## src/rtl/ipv4hg_pkg.sv

```systemverilog
// types and constants of the ipv4 header generator
package ipv4hg_pkg;

    localparam int HDR_WORDS   = 10;
    localparam int HDR_BYTES   = 20;
    localparam int WORD_W      = 16;
    localparam int IDX_W       = 4;
    localparam int PADDR_W     = 3;

    localparam logic [3:0]        IP_VERSION  = 4'h4;
    localparam logic [3:0]        IP_IHL      = 4'h5;
    localparam logic [7:0]        IP_FLAGS_DF = 8'h40;
    localparam logic [7:0]        IP_TTL      = 8'd64;
    localparam logic [WORD_W-1:0] WORD_ONES   = 16'hFFFF;

    localparam logic [IDX_W-1:0] LAST_IDX = IDX_W'(HDR_WORDS - 1);

    // register index of the source address
    localparam logic REG_SOURCE_ADDRESS = 1'b0;

    typedef struct packed {
        logic [15:0] payload_length;
        logic [15:0] ident;
        logic [31:0] dest_address;
        logic [7:0]  protocol;
    } t_req;

    typedef struct packed {
        logic [15:0]      header_word;
        logic [IDX_W-1:0] word_index;
        logic             last;
    } t_word;

    typedef logic [HDR_WORDS-1:0][WORD_W-1:0] t_hdr_words;

endpackage

```

## src/rtl/ipv4_header_generator_top.sv

```systemverilog
// ipv4 header generator top level: request register, header buffer, apb register
//
// usage:
//   requests enter on i_in_valid / o_in_ready carrying payload length, ident,
//   destination address and protocol. each request yields ten 16-bit header
//   words on o_out_valid / i_out_ready, word_index 0..9, last on word 9.
//   the source address is written over the apb port (byte address 0); the user
//   must write it only while idle, and the block itself does not enforce this.
// path: a request accepted into an empty block passes the request register,
//   then the header buffer, before its first word is on the output; the header
//   and its checksum are built in one pass between the two registers.
// throughput: one output word per cycle while i_out_ready is high; the
//   request register takes the next request while the current header drains,
//   so words of consecutive headers follow without a gap.
// stall: when i_out_ready is low the current word holds; once the request
//   register is also full, o_in_ready drops.
// reset: i_rst_n low synchronously empties both stages and clears the source
//   address to 0.
module ipv4_header_generator_top (
    input  logic                                i_clk,
    input  logic                                i_rst_n,
    input  logic                                i_in_valid,
    output logic                                o_in_ready,
    input  ipv4hg_pkg::t_req                    i_in,
    output logic                                o_out_valid,
    input  logic                                i_out_ready,
    output ipv4hg_pkg::t_word                   o_out,
    input  logic                                psel,
    input  logic                                penable,
    input  logic                                pwrite,
    input  logic [ipv4hg_pkg::PADDR_W-1:0]      paddr,
    input  logic [31:0]                         pwdata,
    output logic [31:0]                         prdata,
    output logic                                pready
);

    logic                   r_in_valid;
    ipv4hg_pkg::t_req       r_in;
    logic                   r_busy;
    logic [ipv4hg_pkg::IDX_W-1:0] r_idx;
    logic [ipv4hg_pkg::IDX_W-1:0] n_idx;
    ipv4hg_pkg::t_hdr_words r_words;
    ipv4hg_pkg::t_hdr_words built;
    logic [31:0]            r_source;

    logic in_fire;
    logic out_fire;
    logic out_done;
    logic load;
    logic cfg_wr;

    assign out_fire   = r_busy && i_out_ready;
    assign out_done   = out_fire && (r_idx == ipv4hg_pkg::LAST_IDX);
    assign load       = r_in_valid && (!r_busy || out_done);
    assign o_in_ready = !r_in_valid || load;
    assign in_fire    = i_in_valid && o_in_ready;

    ipv4hg_hdr_build u_build (
        .i_req            (r_in),
        .i_source_address (r_source),
        .o_words          (built)
    );

    always_ff @(posedge i_clk) begin
        if (!i_rst_n) begin
            r_in_valid <= 1'b0;
        end else if (in_fire) begin
            r_in_valid <= 1'b1;
        end else if (load) begin
            r_in_valid <= 1'b0;
        end
    end

    always_ff @(posedge i_clk) begin
        if (in_fire) begin
            r_in <= i_in;
        end
    end

    always_comb begin
        n_idx = r_idx + ipv4hg_pkg::IDX_W'(1);
    end

    // header buffer shifts down one word per accepted output word
    always_ff @(posedge i_clk) begin
        if (!i_rst_n) begin
            r_busy <= 1'b0;
            r_idx  <= '0;
        end else if (load) begin
            r_busy <= 1'b1;
            r_idx  <= '0;
        end else if (out_done) begin
            r_busy <= 1'b0;
            r_idx  <= '0;
        end else if (out_fire) begin
            r_idx  <= n_idx;
        end
    end

    always_ff @(posedge i_clk) begin
        if (load) begin
            r_words <= built;
        end else if (out_fire) begin
            r_words <= {ipv4hg_pkg::WORD_W'(0),
                        r_words[ipv4hg_pkg::HDR_WORDS-1:1]};
        end
    end

    assign o_out_valid       = r_busy;
    assign o_out.header_word = r_words[0];
    assign o_out.word_index  = r_idx;
    assign o_out.last        = (r_idx == ipv4hg_pkg::LAST_IDX);

    // apb register
    assign cfg_wr = psel && penable && pwrite && pready;
    assign pready = 1'b1;

    always_ff @(posedge i_clk) begin
        if (!i_rst_n) begin
            r_source <= '0;
        end else if (cfg_wr && (paddr[2] == ipv4hg_pkg::REG_SOURCE_ADDRESS)) begin
            r_source <= pwdata;
        end
    end

    always_comb begin
        case (paddr[2])
            ipv4hg_pkg::REG_SOURCE_ADDRESS: prdata = r_source;
            default:                        prdata = 32'h0000_0000;
        endcase
    end

endmodule

```

## src/rtl/ipv4hg_hdr_build.sv

```systemverilog
// builds the ten header words of one request, checksum included
module ipv4hg_hdr_build (
    input  ipv4hg_pkg::t_req       i_req,
    input  logic [31:0]            i_source_address,
    output ipv4hg_pkg::t_hdr_words o_words
);

    ipv4hg_pkg::t_hdr_words w;
    logic [19:0] sum_wide;
    logic [16:0] fold1;
    logic [16:0] fold2;
    logic [15:0] sum16;
    logic [15:0] chk;

    always_comb begin
        w[0] = {ipv4hg_pkg::IP_VERSION, ipv4hg_pkg::IP_IHL, 8'h00};
        w[1] = i_req.payload_length + 16'(ipv4hg_pkg::HDR_BYTES);
        w[2] = i_req.ident;
        w[3] = {ipv4hg_pkg::IP_FLAGS_DF, 8'h00};
        w[4] = {ipv4hg_pkg::IP_TTL, i_req.protocol};
        w[5] = 16'h0000;
        w[6] = i_source_address[31:16];
        w[7] = i_source_address[15:0];
        w[8] = i_req.dest_address[31:16];
        w[9] = i_req.dest_address[15:0];

        // plain sum then two end-around folds give the one's-complement sum
        sum_wide = 20'(w[0]) + 20'(w[1]) + 20'(w[2]) + 20'(w[3]) + 20'(w[4])
                 + 20'(w[6]) + 20'(w[7]) + 20'(w[8]) + 20'(w[9]);
        fold1 = 17'(sum_wide[15:0]) + 17'(sum_wide[19:16]);
        fold2 = 17'(fold1[15:0]) + 17'(fold1[16]);
        sum16 = fold2[15:0];
        chk   = ~sum16;
        if (chk == 16'h0000) begin
            chk = ipv4hg_pkg::WORD_ONES;
        end

        o_words    = w;
        o_words[5] = chk;
    end

endmodule

```

## config.mk

```make
export PLATFORM = sky130hd
export DESIGN_NAME = ipv4_header_generator_top
export DESIGN_NICKNAME = d
export VERILOG_FILES = /design/src/rtl/ipv4hg_pkg.sv /design/src/rtl/ipv4_header_generator_top.sv /design/src/rtl/ipv4hg_hdr_build.sv
export SDC_FILE = /design/constraint.sdc
export NUM_CORES = 1
export LEC_CHECK = 0
export BUFFER_PORTS_ARGS = -buffer_cell sky130_fd_sc_hd__buf_2
export CAP_MARGIN = 25
export CORE_ASPECT_RATIO = 0.6
export CORE_MARGIN = 4
export CORE_UTILIZATION = 30
export CTS_CLUSTER_DIAMETER = 40
export CTS_CLUSTER_SIZE = 30
export DETAILED_ROUTE_END_ITERATION = 7
export PLACE_DENSITY = 0.5
export SETUP_SLACK_MARGIN = 0.02
export SLEW_MARGIN = 20
export SYNTH_ARGS = -nofsm -noshare
export SYNTH_HDL_FRONTEND = slang
export SYNTH_SLANG_ARGS = --single-unit
```

## constraint.sdc

```tcl
create_clock -name i_clk -period 8.7 [get_ports i_clk]
set_clock_uncertainty 0.15 [all_clocks]
set_input_delay 0.435 -clock i_clk [delete_from_list [all_inputs] [get_ports i_clk]]
set_output_delay 0.435 -clock i_clk [all_outputs]
set_load 0.02 [all_outputs]
```

# --- After elaboration in Yosys (flattened, before gate mapping) ---
# Cells that the tools add are included.
word_totals:
  ff_bits: 270
  in_bits: 114
  wordCells: 59
classes:
  add_sub_neg: 12
  n_eq_ne: 1
  n_mux: 8
  bitwise: 3
  reduce_logical: 16
ops:
  columns: ["op", "n"]
  rows:
  - ["$mux W160", 2]
  - ["$add A20 B16 Y20", 5]
  - ["$mux W32", 1]
  - ["$add A20 B15 Y20", 1]
  - ["$add A20 B15 Y20 const B", 1]
  - ["$add A15 B16 Y17 const A", 1]
  - ["$add A16 B4 Y17", 1]
  - ["$add A16 B1 Y16", 1]
  - ["$add A16 B5 Y16 const B", 1]
  - ["$logic_not A16 Y1", 1]
  - ["$mux W16", 1]
  - ["$not A16 Y16", 1]
  - ["$logic_and A1 B1 Y1", 7]
  - ["$reduce_bool A2 Y1", 3]
  - ["$add A4 B1 Y4 const B", 1]
  - ["$eq A4 B4 Y1 const B", 1]
  - ["$mux W1", 4]
  - ["$reduce_or A3 Y1", 1]
  - ["$logic_not A1 Y1", 2]
  - ["$logic_or A1 B1 Y1", 2]
  - ["$not A1 Y1", 2]

# --- Depth between registers and ports, before layout ---
depth:
  ltp_word: 15
  depth_mapped: 44
  mapped_depth_nobuf: 41

# --- Hierarchy ---
# Synthesis repeated with hierarchy kept, for this count alone.
unflattened:
  hier_cells: 1298
  area_unflattened_um2: 16046.6
by_module_without_submodules:
  columns: ["module", "instances", "cells_each", "area_each_um2"]
  rows:
  - ["ipv4_header_generator_top", 1, 642, 10697.8]
  - ["ipv4hg_hdr_build", 1, 656, 5348.9]

# --- Least setup slack after synthesis ---
# No wires, ideal clock.
synth_path:
  kind: "register to register"
  startpoint: "register r_in[58] (netlist bit)"
  endpoint: "register r_words[94] (netlist bit), data pin"
  setup_ps: 154
  arrival_ps: 9313
  setup_slack_ps: -918
  stages_incl_launch_ff: 42
  n_path_buf: 3
  period_less_slack_ps: 9618
  path_cell_list: "edfxtp_1 ha_1 o2111ai_1 xor2_1 inv_1 ha_1 xnor2_1 fa_1 inv_1 fa_1 fa_1 ha_1 ha_1 clkbuf_1 a21oi_1 o21ai_0 or3_1 o211ai_1 (+6 left out) fa_1 nand2b_1 a21oi_1 nand3_1 or4_4 buf_6 nor2_1 ha_1 and3_1 and3_1 nand3_1 nor2_1 o21ai_0 xnor2_1 nor4b_1 o2111ai_1 clkbuf_2 o21ai_0"
synth_between:
  elab_chain_len: 15
synth_lines:
  columns: ["item", "line_no", "rtl"]
  rows:
  - ["start: declaration", "ipv4_header_generator_top.sv:38", "ipv4hg_pkg::t_req r_in;"]
  - ["start signal: assignment", "ipv4_header_generator_top.sv:76", "r_in <= i_in;"]
  - ["$add A16 B5 Y16 *", "ipv4hg_hdr_build.sv:17", "w[1] = i_req.payload_length + 16'(ipv4hg_pkg::HDR_BYTES);"]
  - ["$add A15 B16 Y17 *", "ipv4hg_hdr_build.sv:28", "sum_wide = 20'(w[0]) + 20'(w[1]) + 20'(w[2]) + 20'(w[3]) + 20'(w[4])"]
  - ["$add A20 B16 Y20 *", "ipv4hg_hdr_build.sv:28", null]
  - ["$add A20 B15 Y20 * (2 in series)", "ipv4hg_hdr_build.sv:28", null]
  - ["$add A20 B16 Y20 * (4 in series)", "ipv4hg_hdr_build.sv:29", "+ 20'(w[6]) + 20'(w[7]) + 20'(w[8]) + 20'(w[9]);"]
  - ["$add A16 B4 Y17 *", "ipv4hg_hdr_build.sv:30", "fold1 = 17'(sum_wide[15:0]) + 17'(sum_wide[19:16]);"]
  - ["$add A16 B1 Y16 *", "ipv4hg_hdr_build.sv:31", "fold2 = 17'(fold1[15:0]) + 17'(fold1[16]);"]
  - ["$not A16 Y16 *", "ipv4hg_hdr_build.sv:33", "chk = ~sum16;"]
  - ["$logic_not A16 Y1", "ipv4hg_hdr_build.sv:34", "if (chk == 16'h0000) begin"]
  - ["$mux W16 *", "ipv4hg_hdr_build.sv:34", null]
  - ["$mux W160 *", "ipv4_header_generator_top.sv:101", "if (load) begin"]
  - ["end signal: assignment", "ipv4_header_generator_top.sv:102", "r_words <= built;"]
  - ["end signal: assignment", "ipv4_header_generator_top.sv:104", "r_words <= {ipv4hg_pkg::WORD_W'(0),"]
  - ["end: declaration", "ipv4_header_generator_top.sv:42", "ipv4hg_pkg::t_hdr_words r_words;"]
# Every way passes the cells marked *; elsewhere a longest branch is shown, timed or not.
# A chain may end at the register's enable or synchronous reset.

# --- Final worst setup path ---
layout_path:
  startpoint: "register r_in[59] (netlist bit)"
  endpoint: "register r_words[85] (netlist bit), data pin"
# The elaborated chain is that of the path after synthesis.

==> flow_metrics.env <==
export IMPL_status="finished with violations"
export IMPL_hold_class="input pin to flip-flop"
export IMPL_worstSetupPathType="flip-flop to flip-flop"
export IMPL_setup_violations_final=16
export IMPL_powerDensity_nw_per_um2=389
export IMPL_cp_common_cell="ha_4"
export IMPL_holdWs_ns=0.0230
export IMPL_antenna_found_initial=2
export IMPL_critPathTopFamily="adder cells"
export IMPL_final_cell_mix="nand2_1, buf_4, edfxtp_1, buf_2, nand3_1"
export IMPL_die_w_um=294
export IMPL_ant_nets=0
export IMPL_synthCells=1438
export IMPL_async_flop_share_pct=0
export IMPL_maxSlewHeadroom_pct=32.3
export IMPL_initial_core_util_pct=30.6
export IMPL_cpPeakStageDelay_ns=0.56
export IMPL_p_sw_share_pct=41.7
export IMPL_fmax_mhz=108
export IMPL_worst_pin_slew_ns=1.02
export IMPL_yosysTopAreaCell="edfxtp_1"
export IMPL_p_int_uw=4620
export IMPL_cts_tree="yes"
export IMPL_drv_slew=0
export IMPL_hold_viol_final=0
export IMPL_nets=2088
export IMPL_cts_sinks=270
export IMPL_areaGrowthSynthToFinish_pct=38.1
export IMPL_overflow=0
export IMPL_min_from="pwdata[9]"
export IMPL_p_leak_uw=0.00846
export IMPL_power_switching_uw=3310
export IMPL_fin_util_pct=42.3
export IMPL_vdd_ir_drop_max_uv=212
export IMPL_critPathMaxFanout=7
export IMPL_drt_iter0_drc=1045
export IMPL_design_area_um2=20400
export IMPL_layout_commonest_cell="nand2_1"
export IMPL_clock_latency_ns=0.54
export IMPL_core_um2=48200
export IMPL_synth_edff_count=192
export IMPL_dp_cells=2342
export IMPL_yosysWarnings=0
export IMPL_place_area_um2=17500
export IMPL_synth_cell_area_um2=14700
export IMPL_grt_pass1_wl_um=75100
export IMPL_grt_pass1_vias=12100
export IMPL_pwr_share_clk_pct=18.7
export IMPL_vias=12100
export IMPL_clkTransAtPathRegs_ns=0.07
export IMPL_pin_count=170
export IMPL_pwr_share_comb_pct=61.7
export IMPL_synth_area_top_cells="edfxtp_1, dfxtp_1, fa_1"
export IMPL_htree_levels=2
export IMPL_grt_usage_pct=18.6
export IMPL_ys_ff_latch=270
export IMPL_vias_per_cell=4.78
export IMPL_required_ns=8.83
export IMPL_num_antenna_cells=0
export IMPL_avgSynthCellArea_um2=10.2
export IMPL_crit_path_start_kind="flip-flop"
export IMPL_cts_max_path_buffers=3
export IMPL_yosys_area_top_type_share_pct=39.1
export IMPL_wl_per_cell_um=19.9
export IMPL_min_period_over_period_pct=106
export IMPL_r2r_start="r_in[59]"
export IMPL_cts_root_buf="clkbuf_16"
export IMPL_synth_ff_type="edfxtp_1"
export IMPL_p_total_uw=7930
export IMPL_drcViolationCount=0
export IMPL_drive_gt1_share_pct=29.4
export IMPL_stdcell_count=2529
export IMPL_grt_max_degree=75
export IMPL_rsz0062_at_grt="yes"
export IMPL_rows=62
export IMPL_critPathCaptureType="flip-flop"
export IMPL_period_minus_slack_ns=9.23
export IMPL_hpwl_um=37000
export IMPL_fin_ws_ns=-0.527
export IMPL_cp_num_buf_inv=7
export IMPL_synth_cell_types=69
export IMPL_maxCapViolations=0
export IMPL_dieArea_um2=52800
export IMPL_violations="negative setup slack"
export IMPL_crit_path_top_delay_cell="fa_1"
export IMPL_synth_nets=1664
export IMPL_power_frac_seq_pct=19.6
export IMPL_cts_made_buffers=36
export IMPL_wl_um=50200
export IMPL_cp_startpoint="r_in[59]"
export IMPL_port_buffers=166
export IMPL_die_h_um=180
export IMPL_gp_congestion=0.904
export IMPL_firstDrtPassIters=5
export IMPL_cp_data_arrival_time_ns=9.36
export IMPL_ys_seq_area_share_pct=49.7
## layer usage
metal | GRT usage (%) | routed length, um | share of wire, % | vias up
met5 | 0 | 0 | 0 | -
met4 | 3.19 | 812 | 1.6 | 0
met3 | 5.09 | 4000 | 8.0 | 53
met2 | 25.7 | 20200 | 40 | 368
met1 | 29.2 | 25300 | 50 | 5906
li1 | - | - | - | 5764
## flip-flops by register name, summed over array words and instances (netlist names)
signal	count
o_out_valid	1
r_idx	4
r_in_valid	1
r_in	72
r_source	32
o_out	16
r_words	144
## what timing repair did
action	in CTS	in global routing
hold endpoints to repair	88	0
setup buffers	25	9
endpoints found under the setup margin	16	16
resized for setup	57	31
hold buffers	88	0
pin swaps	35	43
cloned	2	0
## worst reg2reg max path: cells and delay by family, from the launching register on
| kind | cells | cell delay, ns |
|---|---|---|
| simple gates | 11 | 2.08 |
| xor+xnor | 3 | 0.49 |
| compound gates | 12 | 2.04 |
| flops | 1 | 0.45 |
| buf+inv | 7 | 0.81 |
| fa+ha+maj | 9 | 2.94 |
## logic make-up after synthesis
family / Yosys count / share of synthesized area [%]
buffers and inverters: 199 / 5.69
AO/OA/AOI/OAI: 240 / 10.7
adder cells (fa/ha/maj): 112 / 13.1
flip-flops: 270 / 49.7
AND/OR/NAND/NOR: 560 / 17.4
other: 1 / 0.0254
XOR/XNOR: 53 / 3.15
multiplexers: 3 / 0.246
## cells in the mapped netlist, drive strengths merged (19+ instances only)
cell type / n
clkbuf: 56
nor2: 50
a21oi: 67
ha: 41
xor2: 24
inv: 111
buf: 32
dfxtp: 78
edfxtp: 192
o21ai: 69
nand2: 284
nor2b: 28
a21boi: 34
and2: 19
nand3: 112
xnor2: 29
fa: 71
## final timing paths
path | slack [ns] | depth (start not counted) | end
max | -0.53 | 42 | r_words[85]
min | 0.02 | 3 | r_source[9]
max reg2reg | -0.53 | 42 | r_words[85]
min reg2reg | 0.29 | 2 | o_out[19]
## cell type report
class                   count  area (um2)
well taps                 640         801
inverters                 111         417
clock buffers              40         916
clock inverters            25         267
fillers                  4640       27800
flip-flops and latches    270        7330
multi-input cells         969        7190
repair buffers            474        3430
## power by group through the flow
| stage | clock (uW) | sequential (uW) | combinational (uW) |
|---|---|---|---|
| after detailed placement | 0 | 1580 | 4150 |
| after global routing | 1580 | 1560 | 5260 |
| final | 1480 | 1550 | 4890 |
| after global placement | 0 | 1580 | 4170 |
| after floorplan | 0 | 1560 | 2330 |
| after CTS | 1510 | 1550 | 4620 |
## per-stage QoR
stage | worst slack (ns) | setup TNS [ns]
finish | -0.527 | -8.02
global route | -0.815 | -12.62
CTS | -0.316 | -4.47
detailed placement | -0.588 | -8.83
global placement | -0.412 | -5.96
floorplan | -0.193 | -2.05
(Power assumes the default switching activity.)
